## config.mk

```make
export PLATFORM = sky130hd
export DESIGN_NAME = x86_instruction_length_decoder_unit
export DESIGN_NICKNAME = d
export VERILOG_FILES = /design/src/rtl/x86ild_pkg.sv /design/src/rtl/x86_instruction_length_decoder_unit.sv
export SDC_FILE = /design/constraint.sdc
export NUM_CORES = 1
export LEC_CHECK = 0
export ABC_AREA = 1
export BUFFER_PORTS_ARGS = -buffer_cell sky130_fd_sc_hd__buf_2
export CORE_ASPECT_RATIO = 0.7
export CORE_MARGIN = 3
export CORE_UTILIZATION = 45
export CTS_BUF_LIST = sky130_fd_sc_hd__clkbuf_16
export DETAILED_ROUTE_END_ITERATION = 8
export SETUP_SLACK_MARGIN = 0.02
export SYNTH_ARGS = -nofsm -noshare
export SYNTH_HDL_FRONTEND = slang
export SYNTH_SLANG_ARGS = --single-unit
```

## constraint.sdc

```tcl
create_clock -name clk -period 6 [get_ports clk]
set_input_delay 0.6 -clock clk [delete_from_list [all_inputs] [get_ports clk]]
set_output_delay 0.6 -clock clk [all_outputs]
set_load 0.03 [all_outputs]
```

## src/rtl/x86ild_pkg.sv

```systemverilog
// types, constants and opcode-map functions for the x86 instruction length decoder
package x86ild_pkg;

    localparam logic [3:0] MAX_LENGTH = 4'd15;

    localparam logic [7:0] OP_ESCAPE  = 8'h0F;
    localparam logic [7:0] OP_ESC_38  = 8'h38;
    localparam logic [7:0] OP_ESC_3A  = 8'h3A;
    localparam logic [7:0] PFX_OPSIZE = 8'h66;
    localparam logic [7:0] PFX_ADSIZE = 8'h67;
    localparam logic [7:0] OP_GRP3_B  = 8'hF6;
    localparam logic [7:0] OP_GRP3_V  = 8'hF7;
    localparam logic [7:0] OP_GRP5    = 8'hFF;
    localparam logic [7:0] OP_ENTER   = 8'hC8;
    localparam logic [7:0] MODRM_C0   = 8'hC0;
    localparam logic [7:0] MODRM_C8   = 8'hC8;
    localparam logic [7:0] MODRM_D0   = 8'hD0;

    typedef enum logic [2:0] {
        PH_PREFIX = 3'd0,
        PH_ESC    = 3'd1,
        PH_ESC3   = 3'd2,
        PH_MODRM  = 3'd3,
        PH_TAIL   = 3'd4
    } phase_t;

    typedef struct packed {
        phase_t     phase;
        logic [3:0] prefix_tally;
        logic       opsize;
        logic       addrsize;
        logic [7:0] main_opcode;
        logic [1:0] opcode_len;
        logic       modrm;
        logic       sib;
        logic [2:0] disp_len;
        logic [2:0] imm_len;
        logic [3:0] bytes_left;
        logic [3:0] length;
    } dec_state_t;

    // rectangle on the opcode map: rows lo[7:4]..hi[7:4], columns lo[3:0]..hi[3:0]
    function automatic logic in_box(input logic [7:0] op, input logic [7:0] lo,
                                    input logic [7:0] hi);
        return (op[7:4] >= lo[7:4]) && (op[7:4] <= hi[7:4]) &&
               (op[3:0] >= lo[3:0]) && (op[3:0] <= hi[3:0]);
    endfunction

    function automatic logic is_legacy_prefix(input logic [7:0] b);
        return b == 8'hF0 || b == 8'hF2 || b == 8'hF3 || b == 8'h2E || b == 8'h36 ||
               b == 8'h3E || b == 8'h26 || b == 8'h64 || b == 8'h65 ||
               b == PFX_OPSIZE || b == PFX_ADSIZE;
    endfunction

    function automatic logic one_byte_modrm(input logic [7:0] op);
        return in_box(op, 8'h00, 8'h33) || in_box(op, 8'h08, 8'h3B) ||
               in_box(op, 8'h62, 8'h63) || in_box(op, 8'h80, 8'h8F) ||
               in_box(op, 8'hC0, 8'hD1) || in_box(op, 8'hC4, 8'hC7) ||
               in_box(op, 8'hD2, 8'hD3) || in_box(op, 8'hF6, 8'hF7) ||
               in_box(op, 8'hFE, 8'hFF) || op == 8'h69 || op == 8'h6B;
    endfunction

    function automatic logic two_byte_modrm(input logic [7:0] op);
        return in_box(op, 8'h00, 8'h03) || in_box(op, 8'h10, 8'h28) ||
               in_box(op, 8'h29, 8'h2F) || in_box(op, 8'h40, 8'h7F) ||
               in_box(op, 8'h90, 8'hF7) || in_box(op, 8'h98, 8'h9F) ||
               in_box(op, 8'hAB, 8'hAF) || in_box(op, 8'hB8, 8'hBF) ||
               in_box(op, 8'hD8, 8'hFE) || in_box(op, 8'hDF, 8'hEF);
    endfunction

    function automatic logic [2:0] size_z(input logic opsize);
        return opsize ? 3'd2 : 3'd4;
    endfunction

    function automatic logic [2:0] plain_imm(input logic [7:0] op, input logic opsize);
        logic [2:0] r;
        r = 3'd0;
        if (op == OP_ENTER)
            r = 3'd3;
        else if (op == 8'h81)
            r = size_z(opsize);
        else if (in_box(op, 8'h70, 8'h7F) || in_box(op, 8'hE0, 8'hE3) || op == 8'hEB ||
                 in_box(op, 8'h04, 8'h34) || in_box(op, 8'h0C, 8'h3C) ||
                 in_box(op, 8'h80, 8'h83) || in_box(op, 8'hB0, 8'hB7) ||
                 op == 8'h6A || op == 8'h6B || op == 8'hA8 || op == 8'hC0 ||
                 op == 8'hC1 || op == 8'hCD || op == 8'hD4 || op == 8'hD5 ||
                 op == 8'hE4 || op == 8'hE6 || op == 8'hA0 || op == 8'hA2)
            r = 3'd1;
        else if (in_box(op, 8'h05, 8'h35) || in_box(op, 8'h0D, 8'h3D) || op == 8'h68 ||
                 op == 8'h69 || op == 8'hA9 || op == 8'hC7 || op == 8'hE8 ||
                 op == 8'hE9)
            r = size_z(opsize);
        else if (op == 8'hC2 || op == 8'hCA)
            r = 3'd2;
        else if (in_box(op, 8'hB8, 8'hBF) || op == 8'hA1 || op == 8'hA3)
            r = size_z(opsize);
        else if (op == 8'hEA || op == 8'h9A)
            r = opsize ? 3'd4 : 3'd6;
        return r;
    endfunction

    // group opcodes whose immediate depends on the whole modrm byte
    function automatic logic [2:0] group_imm(input logic [7:0] op, input logic [7:0] m,
                                             input logic opsize);
        logic [2:0] r;
        r = 3'd0;
        if (op == OP_GRP3_B && m == MODRM_C0)
            r = 3'd1;
        else if (op == OP_GRP3_V && m == MODRM_C0)
            r = size_z(opsize);
        else if (op == OP_GRP5 && (m == MODRM_C0 || m == MODRM_C8 || m == MODRM_D0))
            r = size_z(opsize);
        return r;
    endfunction

endpackage

```

## src/rtl/x86_instruction_length_decoder_unit.sv

```systemverilog
// top level of the x86 instruction length decoder: byte-serial phase machine
// Takes one code byte per request and may take a new byte every clock cycle. The
// decode state and, for a finished instruction, the output register are both
// loaded at the edge that accepts the byte, so the result is offered in the
// following cycle. A result
// appears on the byte that ends an instruction, or with too_long set on the
// fifteenth byte of an instruction that is still unfinished. Input ready only
// drops while a result sits in the output register and the sink is not ready.
// A request with restart set discards any partial instruction and starts anew.
module x86_instruction_length_decoder_unit
    import x86ild_pkg::*;
(
    input  logic        clk,
    input  logic        rst_n,
    input  logic        s_tvalid,
    output logic        s_tready,
    input  logic [7:0]  s_tdata,   // [7:0] code_byte
    input  logic [0:0]  s_tuser,   // [0] restart
    output logic        m_tvalid,
    input  logic        m_tready,
    // [3:0] total_length, [7:4] prefix_bytes, [9:8] opcode_bytes, [10] modrm_present,
    // [11] sib_present, [14:12] disp_bytes, [17:15] imm_bytes, [18] operand_16,
    // [19] address_16, [23:20] zero
    output logic [23:0] m_tdata,
    output logic [0:0]  m_tuser    // [0] too_long
);

    dec_state_t  st_reg, st_next, work;
    logic        accept;
    logic        done, cut, emit;
    logic        op_known, has_m;
    logic [1:0]  mod_f;
    logic [2:0]  rm_f;
    logic [2:0]  grp;
    logic        in_tail;
    logic [23:0] res_data;

    logic        m_tvalid_reg, m_tvalid_next;
    logic [23:0] m_tdata_reg;
    logic        m_tuser_reg;

    assign s_tready = !m_tvalid_reg || m_tready;
    assign accept   = s_tvalid && s_tready;

    // next decode state for the current byte
    always_comb
    begin
        work     = s_tuser[0] ? dec_state_t'('0) : st_reg;
        work.length = work.length + 4'd1;
        done     = 1'b0;
        op_known = 1'b0;
        has_m    = 1'b0;
        mod_f    = s_tdata[7:6];
        rm_f     = s_tdata[2:0];
        grp      = 3'd0;
        unique case (work.phase)
            PH_PREFIX:
            begin
                if (is_legacy_prefix(s_tdata))
                begin
                    work.prefix_tally = work.prefix_tally + 4'd1;
                    if (s_tdata == PFX_OPSIZE)
                        work.opsize = 1'b1;
                    if (s_tdata == PFX_ADSIZE)
                        work.addrsize = 1'b1;
                end
                else if (s_tdata == OP_ESCAPE)
                begin
                    work.opcode_len = 2'd1;
                    work.phase      = PH_ESC;
                end
                else
                begin
                    work.opcode_len  = 2'd1;
                    work.main_opcode = s_tdata;
                    has_m            = one_byte_modrm(s_tdata);
                    op_known         = 1'b1;
                end
            end
            PH_ESC:
            begin
                work.opcode_len = 2'd2;
                if (s_tdata == OP_ESC_38 || s_tdata == OP_ESC_3A)
                    work.phase = PH_ESC3;
                else
                begin
                    work.main_opcode = s_tdata;
                    has_m            = two_byte_modrm(s_tdata);
                    op_known         = 1'b1;
                end
            end
            PH_ESC3:
            begin
                work.opcode_len  = 2'd3;
                work.main_opcode = s_tdata;
                has_m            = 1'b1;
                op_known         = 1'b1;
            end
            PH_MODRM:
            begin
                if (work.addrsize)
                begin
                    work.sib = 1'b0;
                    work.disp_len = (mod_f == 2'd1) ? 3'd1 :
                        (mod_f == 2'd2 || (mod_f == 2'd0 && rm_f == 3'd6)) ? 3'd2 : 3'd0;
                end
                else
                begin
                    work.sib = (mod_f <= 2'd2) && (rm_f == 3'd4);
                    work.disp_len = (mod_f == 2'd1) ? 3'd1 :
                        (mod_f == 2'd2 || (mod_f == 2'd0 && rm_f == 3'd5)) ? 3'd4 : 3'd0;
                end
                work.imm_len = 3'd0;
                if (work.opcode_len == 2'd1)
                begin
                    grp = group_imm(work.main_opcode, s_tdata, work.opsize);
                    work.imm_len = (grp != 3'd0) ? grp
                                 : plain_imm(work.main_opcode, work.opsize);
                end
                work.bytes_left = {3'd0, work.sib} + {1'b0, work.disp_len}
                                + {1'b0, work.imm_len};
                work.phase = PH_TAIL;
                done       = (work.bytes_left == 4'd0);
            end
            default:
            begin
                if (work.bytes_left != 4'd0)
                    work.bytes_left = work.bytes_left - 4'd1;
                done = (work.bytes_left == 4'd0);
            end
        endcase

        // opcode complete: either wait for modrm or go straight to the immediate
        if (op_known)
        begin
            if (has_m)
            begin
                work.modrm = 1'b1;
                work.phase = PH_MODRM;
            end
            else
            begin
                work.imm_len = (work.opcode_len == 2'd1)
                             ? plain_imm(work.main_opcode, work.opsize) : 3'd0;
                work.bytes_left = {1'b0, work.imm_len};
                work.phase      = PH_TAIL;
                done            = (work.bytes_left == 4'd0);
            end
        end

        cut     = !done && (work.length >= MAX_LENGTH);
        emit    = done || cut;
        st_next = emit ? dec_state_t'('0) : work;
    end

    // result fields; tail-only parts read as zero when cut off earlier
    always_comb
    begin
        in_tail  = (work.phase == PH_TAIL);
        res_data = {4'd0, work.addrsize, work.opsize,
                    in_tail ? work.imm_len : 3'd0,
                    in_tail ? work.disp_len : 3'd0,
                    in_tail && work.sib,
                    work.modrm, work.opcode_len, work.prefix_tally, work.length};
    end

    always_comb
    begin
        m_tvalid_next = m_tvalid_reg;
        if (accept)
            m_tvalid_next = emit;
        else if (m_tready)
            m_tvalid_next = 1'b0;
    end

    always_ff @(posedge clk or negedge rst_n)
    begin
        if (!rst_n)
        begin
            st_reg       <= '0;
            m_tvalid_reg <= 1'b0;
        end
        else
        begin
            if (accept)
                st_reg <= st_next;
            m_tvalid_reg <= m_tvalid_next;
        end
    end

    always_ff @(posedge clk)
    begin
        if (accept && emit)
        begin
            m_tdata_reg <= res_data;
            m_tuser_reg <= cut;
        end
    end

    assign m_tvalid   = m_tvalid_reg;
    assign m_tdata    = m_tdata_reg;
    assign m_tuser[0] = m_tuser_reg;

    // a finished or cut instruction always leaves a fresh decode state
    a_clear_after_emit: assert property (@(posedge clk) disable iff (!rst_n)
        (accept && emit) |=> (st_reg.length == 4'd0 && st_reg.phase == PH_PREFIX))
        else $error("decode state not cleared after result");

    // the tail phase is only entered with bytes still to come
    a_tail_pending: assert property (@(posedge clk) disable iff (!rst_n)
        (st_reg.phase == PH_TAIL) |-> (st_reg.bytes_left != 4'd0))
        else $error("tail phase with no bytes left");

    // a cut-off result always reports the maximum length
    a_cut_length: assert property (@(posedge clk) disable iff (!rst_n)
        (m_tvalid && m_tuser[0]) |-> (m_tdata[3:0] == MAX_LENGTH))
        else $error("too_long result with wrong length");

    // a partial instruction never reaches the maximum length
    a_length_bound: assert property (@(posedge clk) disable iff (!rst_n)
        st_reg.length < MAX_LENGTH)
        else $error("partial instruction length out of range");

endmodule

```

==> summary.md <==
| Metric | Value |
|---|---|
| M1 GR Usage | 0.375 |
| Die footprint | 0.0123 mm^2 |
| Initial antenna violation count | 0 |
| Synth Instances | 734 |
| H-tree depth | 3 |
| Yosys warnings | 0 |
| Drc violations | 0 |
| # resized after CTS | 0 |
| Final setup viols | 0 |
| Wire length per cell | 16.5 um |
| 1st-iter DRT viols | 437 |
| Clock Latency Late Sink | 0.33 ns |
| Status | finished, final reports clean |
| Clk_skew | 0.00635 ns |
| Initial Utilization | 0.471 |
| Worst hold path class | primary input to async pin |
| Max Freq | 192 MHz |
| Worst hold margin | 0.370 ns |
| Worst path arrival time | 5.40 ns |
| Crit path cell chain | buf_2 -> nor2_1 -> inv_1 -> nor2_1 -> inv_1 -> nor2_1 -> nand3_1 -> o211ai_1 -> nand2_1 -> nand3_1 -> a21oi_1 -> nand2_1 -> nand2_1 -> fa_1 -> inv_1 -> fa_1 -> nor4b_1 -> a31oi_1 -> a21oi_1 -> nand4_4 -> nand3_4 -> buf_4 -> o21ai_0 |
| Clk sink count | 57 |
| Share of cells above drive strength 1 | 0.191 |
| Peak VDD IR | 0.239 mV |
| Leading area contributor after synthesis | dfrtp_1 |
| CTS tree | done |
| Area grow syn2layout | 10.7% |
| Ranking of synthesized cells by area | dfrtp_1 (18%), nand2_1 (18%), edfxtp_1 (13%) |
| 1st-pass router iterations | 5 |
| Global route overflow | 0 |
| Yosys top cell area share | 0.182 |
| TritonCTS Buffers | 9 |
| Largest net degree at the start of global routing | 41 |
| Fin. Hold Viols | 0 |
| Crit Path Class | primary input to register |
| Max Buffers Root-to-Sink | 2 |
| Row cnt | 31 |
| Routability congestion estimate | 0.982 |
| Die height | 93.7 um |
| Syn Std Cell Area | 0.00495 mm^2 |
| Root Buffer | clkbuf_16 |
| Fill count | 1039 |
| LEAKAGE | 0.00260 uW |
| Post-synthesis register bit count | 57 |
| Hold buffers post-CTS | 0 |
| Vias in the first global route | 4655 |
| Final #Nets | 784 |
| Critical Path End Type | register |
| Final ANT Viol Nets | 0 |
| CP peak stage delay | 0.50 ns |
| Total routed wirelength | 15100 um |
| Met2 usage | 0.378 |
| Pins Over Slew Limit | 0 |
| Max-Cap Viols | 0 |
| Worst slew margin | 0.326 |
| Met3 usage | 0.0434 |
| CP top delay family | simple AND/OR/NAND/NOR gates |
| Worst slew pin tran | 1.01 ns |
| Max FFs per register | 35 |
| First-pass GRT wire length | 24400 um |
| CP max FO | 35 |
| RSZ-0062 raised after global routing | false |
| Seq/Total Area, Yosys | 0.309 |
| Post-synth cell types | 55 |
| Setup TNS | 0 ns |
| Pwr Density | 457 mW/mm^2 |
| I/O Pins | 40 |
| Buf+Inv Stages, Crit Path | 5 |
| Core Region | 0.0105 mm^2 |
| Via density | 5.42 |
| Most Crowded Layer GR | met2 |
| Worst Path Required | 6.18 ns |
| Fin crit share | 0.870 |
| Width of the die | 131 um |
| Antenna diodes | 0 |
| Final HPWL DP | 11500 um |
| Tot GR Track Use | 0.250 |
| Worst setup SP type | primary input |
| Post-CTS setup buffers | 0 |
| CP max stage cell | buf_4 |
| DR vias | 4969 |
| IO buf count | 35 |
| Mapped Avg Cell Area | 6.74 um^2 |
| Clk slew on worst S/H paths | 0.05 ns |
| Post-route minimum period | 5.22 ns |
[cells in the final DEF (no fill, tap or decap), drive strengths merged, types with 2 or more instances in the layout]
cell,count
fa,2
o31ai,2
nand3,56
nor2,104
clkbuf,9
nand4,9
nand3b,2
nor4,5
a21oi,23
xnor2,4
o221ai,2
a311oi,2
o21ai,61
a211oi,2
conb,4
o22ai,2
buf,39
clkinv,4
xor2,2
o211ai,6
a22oi,4
ha,6
edfxtp,21
nand2,248
dfrtp,36
a31oi,3
inv,89
nor3,10
[cells in the mapped netlist (all sizes together)]
cell / n
o22ai: 2
xnor2: 4
a21oi: 23
o2111ai: 1
o311ai: 1
nand3: 56
xor2: 2
o21ai: 61
a22oi: 4
and2: 1
nor4b: 1
conb: 1
nand4: 9
nor3: 10
o2bb2ai: 1
a221oi: 1
buf: 16
o211ai: 6
a211oi: 2
a31oi: 3
dfrtp: 36
edfxtp: 21
a211o: 1
ha: 6
a311oi: 2
nor4: 5
a32o: 1
nand3b: 2
inv: 88
o31ai: 2
a21boi: 1
o221ai: 2
nor2: 104
clkbuf: 8
fa: 2
nand2: 248
[metal layers]
layer / wire length (um) / vias to the layer above
met3: 994 / 14
met1: 7630 / 2333
met5: 0 / -
met4: 148 / 0
li1: - / 2437
met2: 6350 / 185
[report_power, final]
part / leakage, uW / switching [uW] / total, uW / internal (uW)
Clock: 0.000142 / 176 / 492 / 316
Sequential: 0.000679 / 83.9 / 653 / 569
Combinational: 0.00178 / 1010 / 1360 / 346
[cells by family (layout without fill, tap and decap cells)]
| family | count (synthesis) | after routing | synth area share |
|---|---|---|---|
| other | 1 | 4 | 0.000758 |
| adder cells (fa/ha/maj) | 8 | 8 | 0.0233 |
| AND/OR/NAND/NOR | 436 | 436 | 0.399 |
| buffers and inverters | 112 | 143 | 0.0989 |
| flip-flops | 57 | 57 | 0.309 |
| AO/OA/AOI/OAI | 114 | 114 | 0.158 |
| XOR/XNOR | 6 | 6 | 0.0106 |
[cell type report]
cell class | instances | area, um^2 | share of cell area
clock buffers | 9 | 225 | 0.0411
repair buffers | 39 | 205 | 0.0375
multi-input cells | 568 | 2940 | 0.536
well taps | 148 | 185 | 0.0338
inverters | 88 | 330 | 0.0603
clock inverters | 7 | 62.6 | 0.0114
flip-flops and latches | 57 | 1530 | 0.280
[through the flow]
step / std cells / total power, uW / utilization / instance area [um^2] / worst slack [ns]
finish: 916 / 2500 / 0.521 / 5480 / 0.781
global route: 916 / 2680 / 0.521 / 5480 / 0.337
CTS: 916 / 2500 / 0.521 / 5480 / 0.829
detailed placement: 900 / 2000 / 0.494 / 5190 / 0.493
global placement: 900 / 1980 / 0.494 / 5190 / 0.438
floorplan: 737 / 1710 / - / 4960 / 1.39
[worst paths after layout]
path	depth (start not counted)	slack, ns	to	from
max	23	0.78	st_reg[2]	s_tuser
min	1	0.37	st_reg[12]	rst_n
max reg2reg	23	0.89	st_reg[2]	st_reg[21]
min reg2reg	2	0.48	st_reg[29]	st_reg[29]
max in group asynchronous	1	5.10	st_reg[3]	rst_n
min in group clk	2	0.48	st_reg[29]	st_reg[29]
No activity file was read; power rests on OpenSTA's default activity.
